<file path="src/rtl/block_matrix_word_alu_macros.svh">
// Assertion macros shared by the RTL of the block matrix word ALU.
`ifndef BLOCK_MATRIX_WORD_ALU_MACROS_SVH
`define BLOCK_MATRIX_WORD_ALU_MACROS_SVH

// The consequent must hold in the same cycle as the antecedent.
`define BMWA_ASSERT_SAME(lbl, ante, cons, msg) \
  lbl: assert property (@(posedge clk) disable iff (!rst_n) (ante) |-> (cons)) \
    else $error(msg);

// The consequent must hold in the cycle after the antecedent.
`define BMWA_ASSERT_NEXT(lbl, ante, cons, msg) \
  lbl: assert property (@(posedge clk) disable iff (!rst_n) (ante) |=> (cons)) \
    else $error(msg);

`endif

</file>
<file path="src/rtl/bmwa_pkg.sv">
// Types and constants of the block matrix word ALU.
`timescale 1ns / 1ps
`default_nettype none
package bmwa_pkg;
  localparam int WORD_W  = 32;
  localparam int CELLS   = 16;
  localparam int ADDR_W  = 4;

  typedef logic [WORD_W-1:0] word_t;
  typedef logic [ADDR_W-1:0] addr_t;

  localparam logic [4:0] MD_LOAD_OPND = 5'd0;
  localparam logic [4:0] MD_LOAD_WORK = 5'd1;
  localparam logic [4:0] MD_MMUL      = 5'd2;
  localparam logic [4:0] MD_XOR       = 5'd3;
  localparam logic [4:0] MD_ADD       = 5'd4;
  localparam logic [4:0] MD_SUB       = 5'd5;
  localparam logic [4:0] MD_ROW_UP    = 5'd6;
  localparam logic [4:0] MD_ROW_DOWN  = 5'd7;
  localparam logic [4:0] MD_COL_LEFT  = 5'd8;
  localparam logic [4:0] MD_COL_RIGHT = 5'd9;
  localparam logic [4:0] MD_CELL_LEFT = 5'd10;
  localparam logic [4:0] MD_CELL_RIGHT = 5'd11;
  localparam logic [4:0] MD_BITS_LEFT = 5'd12;
  localparam logic [4:0] MD_BITS_RIGHT = 5'd13;
  localparam logic [4:0] MD_GET_BIT   = 5'd14;
  localparam logic [4:0] MD_SET_BIT   = 5'd15;
  localparam logic [4:0] MD_FLIP_BIT  = 5'd16;
  localparam logic [4:0] MD_READ      = 5'd17;
  localparam logic [4:0] MD_CLEAR     = 5'd18;

  typedef enum logic [2:0] {
    ST_INIT,
    ST_IDLE,
    ST_COPY,
    ST_OP,
    ST_CHECK,
    ST_DONE
  } state_t;
endpackage
`default_nettype wire

</file>
<file path="src/rtl/bmwa_ram.sv">
// Sixteen-word block memory with one write port and two registered read ports.
`timescale 1ns / 1ps
`default_nettype none
module bmwa_ram
  import bmwa_pkg::*;
(
  input  wire logic  clk,
  input  wire logic  we,
  input  wire addr_t waddr,
  input  wire word_t wdata,
  input  wire addr_t ra_addr,
  output word_t      ra_data,
  input  wire addr_t rb_addr,
  output word_t      rb_data
);
  word_t mem [CELLS];

  always_ff @(posedge clk) begin
    if (we) begin
      mem[waddr] <= wdata;
    end
    ra_data <= mem[ra_addr];
    rb_data <= mem[rb_addr];
  end
endmodule
`default_nettype wire

</file>
<file path="src/rtl/block_matrix_word_alu.sv">
// Top level of the block matrix word ALU: sequencer around the block memories.
// Loads, reads and unused modes go straight to the check sweep; set, flip, xor,
// add, sub and clear run an operation sweep first; rotations first copy the work
// block, as does the matrix product, which runs one multiplier over 64 products.
// A new word is taken in the cycle after the strobe; the receiver cannot stall.
// After reset a clearing pass zeroes both blocks while busy is high.
`timescale 1ns / 1ps
`default_nettype none
`include "block_matrix_word_alu_macros.svh"
module block_matrix_word_alu
  import bmwa_pkg::*;
(
  input  wire logic        clk,
  input  wire logic        rst_n,
  input  wire logic        start,
  output logic             busy,
  input  wire logic [4:0]  in_mode,
  input  wire logic [3:0]  in_word_index,
  input  wire logic [31:0] in_word_value,
  input  wire logic [8:0]  in_bit_index,
  input  wire logic        in_bit_value,
  output logic             out_valid,
  output logic [31:0]      out_word_out,
  output logic             out_bit_out,
  output logic             out_blocks_equal
);
  state_t state_r, state_nxt;
  logic [6:0] cnt_r, cnt_nxt;
  logic [6:0] op_len;
  logic       dv_r;
  logic [5:0] dcnt_r;
  logic       issue;

  logic [4:0] mode_r;
  addr_t      widx_r;
  logic [8:0] bidx_r;
  logic       bval_r;
  word_t      word_r;
  logic       bit_r;
  logic       eq_r;
  word_t      acc_r;

  logic       w_we, o_we, t_we;
  addr_t      w_waddr, o_waddr, t_waddr;
  word_t      w_wdata, o_wdata, t_wdata;
  addr_t      w_raddr, o_raddr, t_raddr_a, t_raddr_b;
  word_t      w_rdata, o_rdata, t_rdata_a, t_rdata_b;

  addr_t      bw;
  logic [4:0] bpos;
  word_t      prod;
  word_t      acc_sum;
  logic       accept;

  assign accept = start && (state_r == ST_IDLE);
  assign busy   = (state_r != ST_IDLE);
  assign bw     = bidx_r[8:5];
  assign bpos   = 5'd31 - bidx_r[4:0];
  assign prod   = t_rdata_a * o_rdata;
  assign acc_sum = ((dcnt_r[1:0] == 2'd0) ? '0 : acc_r) + prod;

  assign out_valid        = (state_r == ST_DONE);
  assign out_word_out     = word_r;
  assign out_bit_out      = bit_r;
  assign out_blocks_equal = eq_r;

  always_comb begin
    case (mode_r)
      MD_MMUL:                                   op_len = 7'd64;
      MD_SET_BIT, MD_FLIP_BIT:                   op_len = 7'd1;
      default:                                   op_len = 7'd16;
    endcase
  end

  bmwa_ram u_work (
    .clk(clk), .we(w_we), .waddr(w_waddr), .wdata(w_wdata),
    .ra_addr(w_raddr), .ra_data(w_rdata), .rb_addr(w_raddr), .rb_data()
  );
  bmwa_ram u_opnd (
    .clk(clk), .we(o_we), .waddr(o_waddr), .wdata(o_wdata),
    .ra_addr(o_raddr), .ra_data(o_rdata), .rb_addr(o_raddr), .rb_data()
  );
  bmwa_ram u_copy (
    .clk(clk), .we(t_we), .waddr(t_waddr), .wdata(t_wdata),
    .ra_addr(t_raddr_a), .ra_data(t_rdata_a), .rb_addr(t_raddr_b), .rb_data(t_rdata_b)
  );

  // Next state and sweep counter.
  always_comb begin
    state_nxt = state_r;
    cnt_nxt   = cnt_r + 7'd1;
    case (state_r)
      ST_INIT: begin
        if (cnt_r == 7'd15) begin
          state_nxt = ST_IDLE;
          cnt_nxt   = '0;
        end
      end
      ST_IDLE: begin
        cnt_nxt = '0;
        if (start) begin
          case (in_mode)
            MD_MMUL, MD_ROW_UP, MD_ROW_DOWN, MD_COL_LEFT, MD_COL_RIGHT,
            MD_CELL_LEFT, MD_CELL_RIGHT, MD_BITS_LEFT, MD_BITS_RIGHT:
              state_nxt = ST_COPY;
            MD_XOR, MD_ADD, MD_SUB, MD_SET_BIT, MD_FLIP_BIT, MD_CLEAR:
              state_nxt = ST_OP;
            default:
              state_nxt = ST_CHECK;
          endcase
        end
      end
      ST_COPY: begin
        if (cnt_r == 7'd16) begin
          state_nxt = ST_OP;
          cnt_nxt   = '0;
        end
      end
      ST_OP: begin
        if (cnt_r == op_len) begin
          state_nxt = ST_CHECK;
          cnt_nxt   = '0;
        end
      end
      ST_CHECK: begin
        if (cnt_r == 7'd16) begin
          state_nxt = ST_DONE;
          cnt_nxt   = '0;
        end
      end
      ST_DONE: begin
        state_nxt = ST_IDLE;
        cnt_nxt   = '0;
      end
      default: begin
        state_nxt = ST_IDLE;
        cnt_nxt   = '0;
      end
    endcase
  end

  // Memory addressing and write-back.
  always_comb begin
    logic [1:0] r, c, k;
    addr_t i, di, src;
    word_t res;
    r = cnt_r[1:0];
    c = cnt_r[3:2];
    k = cnt_r[1:0];
    i = cnt_r[3:0];
    di = dcnt_r[3:0];
    src = i;
    res = '0;
    issue     = 1'b0;
    w_we = 1'b0; w_waddr = '0; w_wdata = '0;
    o_we = 1'b0; o_waddr = '0; o_wdata = '0;
    t_we = 1'b0; t_waddr = di; t_wdata = w_rdata;
    w_raddr = i; o_raddr = i; t_raddr_a = i; t_raddr_b = i;
    case (mode_r)
      MD_ROW_UP:                    src = {c, r + 2'd1};
      MD_ROW_DOWN:                  src = {c, r - 2'd1};
      MD_COL_LEFT:                  src = {c + 2'd1, r};
      MD_COL_RIGHT:                 src = {c - 2'd1, r};
      MD_CELL_LEFT, MD_BITS_LEFT:   src = i + 4'd1;
      MD_CELL_RIGHT, MD_BITS_RIGHT: src = i - 4'd1;
      default:                      src = i;
    endcase
    case (mode_r)
      MD_XOR:        res = w_rdata ^ o_rdata;
      MD_ADD:        res = w_rdata + o_rdata;
      MD_SUB:        res = w_rdata - o_rdata;
      MD_BITS_LEFT:  res = {t_rdata_a[WORD_W-2:0], t_rdata_b[WORD_W-1]};
      MD_BITS_RIGHT: res = {t_rdata_b[0], t_rdata_a[WORD_W-1:1]};
      MD_SET_BIT: begin
        res = w_rdata;
        res[bpos] = bval_r;
      end
      MD_FLIP_BIT: begin
        res = w_rdata;
        res[bpos] = ~w_rdata[bpos];
      end
      MD_MMUL:       res = acc_sum;
      default:       res = t_rdata_b;
    endcase
    case (state_r)
      ST_INIT: begin
        w_we = 1'b1; w_waddr = i;
        o_we = 1'b1; o_waddr = i;
      end
      ST_IDLE: begin
        if (start && (in_mode == MD_LOAD_WORK)) begin
          w_we = 1'b1; w_waddr = in_word_index; w_wdata = in_word_value;
        end
        if (start && (in_mode == MD_LOAD_OPND)) begin
          o_we = 1'b1; o_waddr = in_word_index; o_wdata = in_word_value;
        end
      end
      ST_COPY: begin
        issue = (cnt_r < 7'd16);
        t_we  = dv_r;
      end
      ST_OP: begin
        issue = (cnt_r < op_len);
        if (mode_r == MD_MMUL) begin
          t_raddr_a = {k, cnt_r[3:2]};
          o_raddr   = {cnt_r[5:4], k};
          w_we      = dv_r && (dcnt_r[1:0] == 2'd3);
          w_waddr   = dcnt_r[5:2];
          w_wdata   = res;
        end else if ((mode_r == MD_SET_BIT) || (mode_r == MD_FLIP_BIT)) begin
          w_raddr = bw;
          w_we    = dv_r;
          w_waddr = bw;
          w_wdata = res;
        end else if (mode_r == MD_CLEAR) begin
          w_we    = issue;
          w_waddr = i;
        end else begin
          t_raddr_b = src;
          w_we      = dv_r;
          w_waddr   = di;
          w_wdata   = res;
        end
      end
      ST_CHECK: begin
        issue = (cnt_r < 7'd16);
      end
      default: begin
        issue = 1'b0;
      end
    endcase
  end

  always_ff @(posedge clk) begin
    if (!rst_n) begin
      state_r <= ST_INIT;
      cnt_r   <= '0;
      dv_r    <= 1'b0;
    end else begin
      state_r <= state_nxt;
      cnt_r   <= cnt_nxt;
      dv_r    <= issue;
    end
  end

  always_ff @(posedge clk) begin
    dcnt_r <= cnt_r[5:0];
    if (accept) begin
      mode_r <= in_mode;
      widx_r <= in_word_index;
      bidx_r <= in_bit_index;
      bval_r <= in_bit_value;
    end
    if ((state_r == ST_OP) && dv_r) begin
      acc_r <= acc_sum;
    end
    if ((state_r == ST_CHECK) && dv_r) begin
      eq_r <= ((dcnt_r == 6'd0) || eq_r) && (w_rdata == o_rdata);
      if (dcnt_r[3:0] == widx_r) begin
        word_r <= w_rdata;
      end
      if (dcnt_r[3:0] == bw) begin
        bit_r <= w_rdata[bpos];
      end
    end
  end

  `BMWA_ASSERT_NEXT(a_strobe_single, out_valid, !out_valid, "result strobe held too long")
  `BMWA_ASSERT_NEXT(a_busy_after_accept, start && !busy, busy, "not busy after accept")
  `BMWA_ASSERT_SAME(a_strobe_busy, out_valid, busy, "result shown while idle")
  `BMWA_ASSERT_SAME(a_done_drained, state_r == ST_DONE, !dv_r, "read in flight at result")
endmodule
`default_nettype wire
</file>
<file path="config.mk">
export PLATFORM = sky130hd
export DESIGN_NAME = block_matrix_word_alu
export DESIGN_NICKNAME = d
export VERILOG_FILES = /design/src/rtl/bmwa_pkg.sv /design/src/rtl/bmwa_ram.sv /design/src/rtl/block_matrix_word_alu.sv
export VERILOG_INCLUDE_DIRS = /design/src /design/src/rtl
export SDC_FILE = /design/constraint.sdc
export NUM_CORES = 2
export LEC_CHECK = 0
export ABC_AREA = 1
export BUFFER_PORTS_ARGS = -buffer_cell sky130_fd_sc_hd__buf_2
export CAP_MARGIN = 10
export CORE_AREA = 5 5 537 539
export DETAILED_ROUTE_END_ITERATION = 16
export DIE_AREA = 0 0 542 544
export SLEW_MARGIN = 10
export SYNTH_ARGS = -nofsm -noshare
export SYNTH_HDL_FRONTEND = slang
export SYNTH_HIERARCHICAL = 1
export SYNTH_SLANG_ARGS = --single-unit
</file>
<file path="constraint.sdc">
create_clock -name clk -period 7.55 [get_ports clk]
set_clock_uncertainty 0.1 [all_clocks]
set_input_delay 0 -clock clk [delete_from_list [all_inputs] [get_ports clk]]
set_output_delay 0 -clock clk [all_outputs]
set_load 0.02 [all_outputs]
</file>
==> metrics.md <==
| Metric | Value |
|---|---|
| Worst skew pair latency | `850 ps` |
| 1st-iter DRT viols | `8,889` |
| Chip Height | `544 µm` |
| Via/cell ratio | `5.08` |
| CP required | `8040 ps` |
| Dpl ws | `-430 ps` |
| Vias in the first global route | `77,400` |
| Die area | `0.295 mm²` |
| Tot GR Track Use | `23.6%` |
| Clock sinks | `1,766` |
| Total number of vias | `81,700` |
| Final period utilization | `97.7%` |
| PortBufs | `89` |
| Worst-path clk slew | `70 ps` |
| Final setup margin | `176 ps` |
| Synth warnings | `6` |
| CP endpoint | `u_work/mem[4][22]` |
| R2r setup slk | `180 ps` |
| FILL cells | `27,800` |
| Critical path launch point type | `flip-flop` |
| Final Wtd Congestion | `1.02` |
| Pre-antenna DRT Iters | `6` |
| Post-Synthesis Cells | `12,000` |
| Crit path kind | `reg2reg` |
| Fmax | `0.136 GHz` |
| Count of final setup violators | `0` |
| Max Cap Viol | `0` |
| Final slew viol count | `0` |
| Fin crit period | `7370 ps` |
| Root Driver | `clkbuf_16` |
| Die X | `542 µm` |
| Longest Clk Path Bufs | `4` |
| Status | `complete, no violations` |
| CTS tree | `built` |
| Drt drc | `0` |
| Drt total wl | `358,000 µm` |
| CP startpoint | `dcnt_r[1]` |
| Worst hold path class | `in2reg` |
| Largest stage delay, worst path | `550 ps` |
| DP Wirelength | `226,000 µm` |
| Largest net degree at the start of global routing | `195` |
| Commonest non-fill, non-tap cells in the layout | `nand2_1, inv_1, nand3_1, edfxtp_1, fa_1` |
| Global route total overflow | `0` |
| Slowest CP cell | `fa_1` |
| Placed cells | `15,600` |
| Most common cell after layout, fill and taps aside | `nand2_1` |
| Final #Nets | `12,800` |
| Initial antenna violation count | `20` |
| Slew headroom | `10.8%` |
| Num rows | `196` |
| Crit path DAT | `7860 ps` |
| RSZ-0062 raised after global routing | `yes` |
| CTS buffer count | `185` |
| Crit end category | `flip-flop` |
| Ports | `90` |
| Syn Std Cell Area | `0.104 mm²` |
| Syn-to-layout area delta | `13.0%` |
| Final Non-Filler Cells | `16,100` |
| Final Hold Viols | `0` |
| Worst reg2reg path depth | `33` |
| Htree depth | `4` |
| Reg-to-Reg End | `u_work/mem[4][22]` |
| Initial Util | `36.8%` |
| Post-route ant nets | `0` |
| Critical path peak fanout | `16` |
| FF-to-FF Start | `dcnt_r[1]` |
| Share of layout cells above drive strength 1 | `8.39%` |
| Syn Area/Cell | `8.69 µm²` |
| Slew @ Worst Pin | `1330 ps` |
| Syn_nets | `12,700` |
| First-pass GRT wire length | `519,000 µm` |
| Drt wl/cell | `22.2 µm` |
| Core area | `0.283 mm²` |
==> worst min path at each step <==
stage | startpoint | cells past startpoint | end | slack, ps
5_1_grt | in_word_value[7] | 3 | u_opnd/mem[7][7] | 20
4_1_cts | in_word_value[7] | 3 | u_opnd/mem[5][7] | 8
3_5_place_dp | in_word_index[2] | 1 | widx_r[2] | 110
3_3_place_gp | in_word_index[2] | 1 | widx_r[2] | 110
2_1_floorplan | in_bit_index[0] | 0 | bidx_r[0] | -1
6_report | in_bit_index[1] | 2 | bidx_r[1] | 40
==> area by class of cell <==
type	count	area, µm²	share of cell area [%]
inverters	2758	10400	8.83
repair buffers	565	5110	4.34
multi-input cells	6880	40100	34.0
clock buffers	243	5090	4.33
flip-flops and latches	1766	51600	43.8
clock inverters	88	762	0.647
diodes	10	25.0	0.0212
well taps	3762	4710	4.00
==> per-stage QoR <==
step                hold WS, ps  cell area [µm²]  TNS [ps]  util [%]
finish                     40.0           118000         0      41.5
global route               15.9           118000     -4280      41.5
CTS                        8.28           117000         0      41.2
detailed placement          111           110000    -33400      38.9
global placement            112           110000    -30700      38.9
floorplan                 -1.13           104000         0         -
==> critical path: cells and delay by family, from the launching register on <==
kind | cells | cell delay [ps]
adder cells (fa/ha/maj) | 9 | 4110
buffers and inverters | 10 | 850
AO/OA/AOI/OAI | 3 | 410
AND/OR/NAND/NOR | 10 | 1140
flip-flops | 1 | 340
XOR/XNOR | 1 | 180
==> flip-flops by register name (all words and copies together), names as in the netlist, 7 cells and up <==
signal / flops
out_word_out: 32
u_opnd/mem: 512
bidx_r: 9
u_work/mem: 512
u_work/ra_data: 32
u_copy/mem: 512
acc_r: 32
u_opnd/ra_data: 32
cnt_r: 7
u_copy/rb_data: 32
u_copy/ra_data: 32
==> per-layer routing <==
layer  share of wire (%)  track usage, %  up-vias  wire (µm)
li1                    -               -    37800          -
met4                 6.3            13.0       10      22500
met1                  40            31.2    39300     142000
met2                  46            37.6     3780     163000
met3                 8.3            3.11      767      29600
met5               0.020               0        -         73
==> what timing repair did <==
action                                  4_1_cts  5_1_grt
endpoints found under the hold margin       770       16
resized for setup                            18      212
pin swaps                                     1       68
hold buffers                                 70        1
gates cloned                                  0        8
endpoints found under the setup margin      224      336
setup buffers                                 1        8
Power is left out: the tool's default activity adds up to more than one toggle a clock period on the data nets, which glitch-free logic cannot reach.
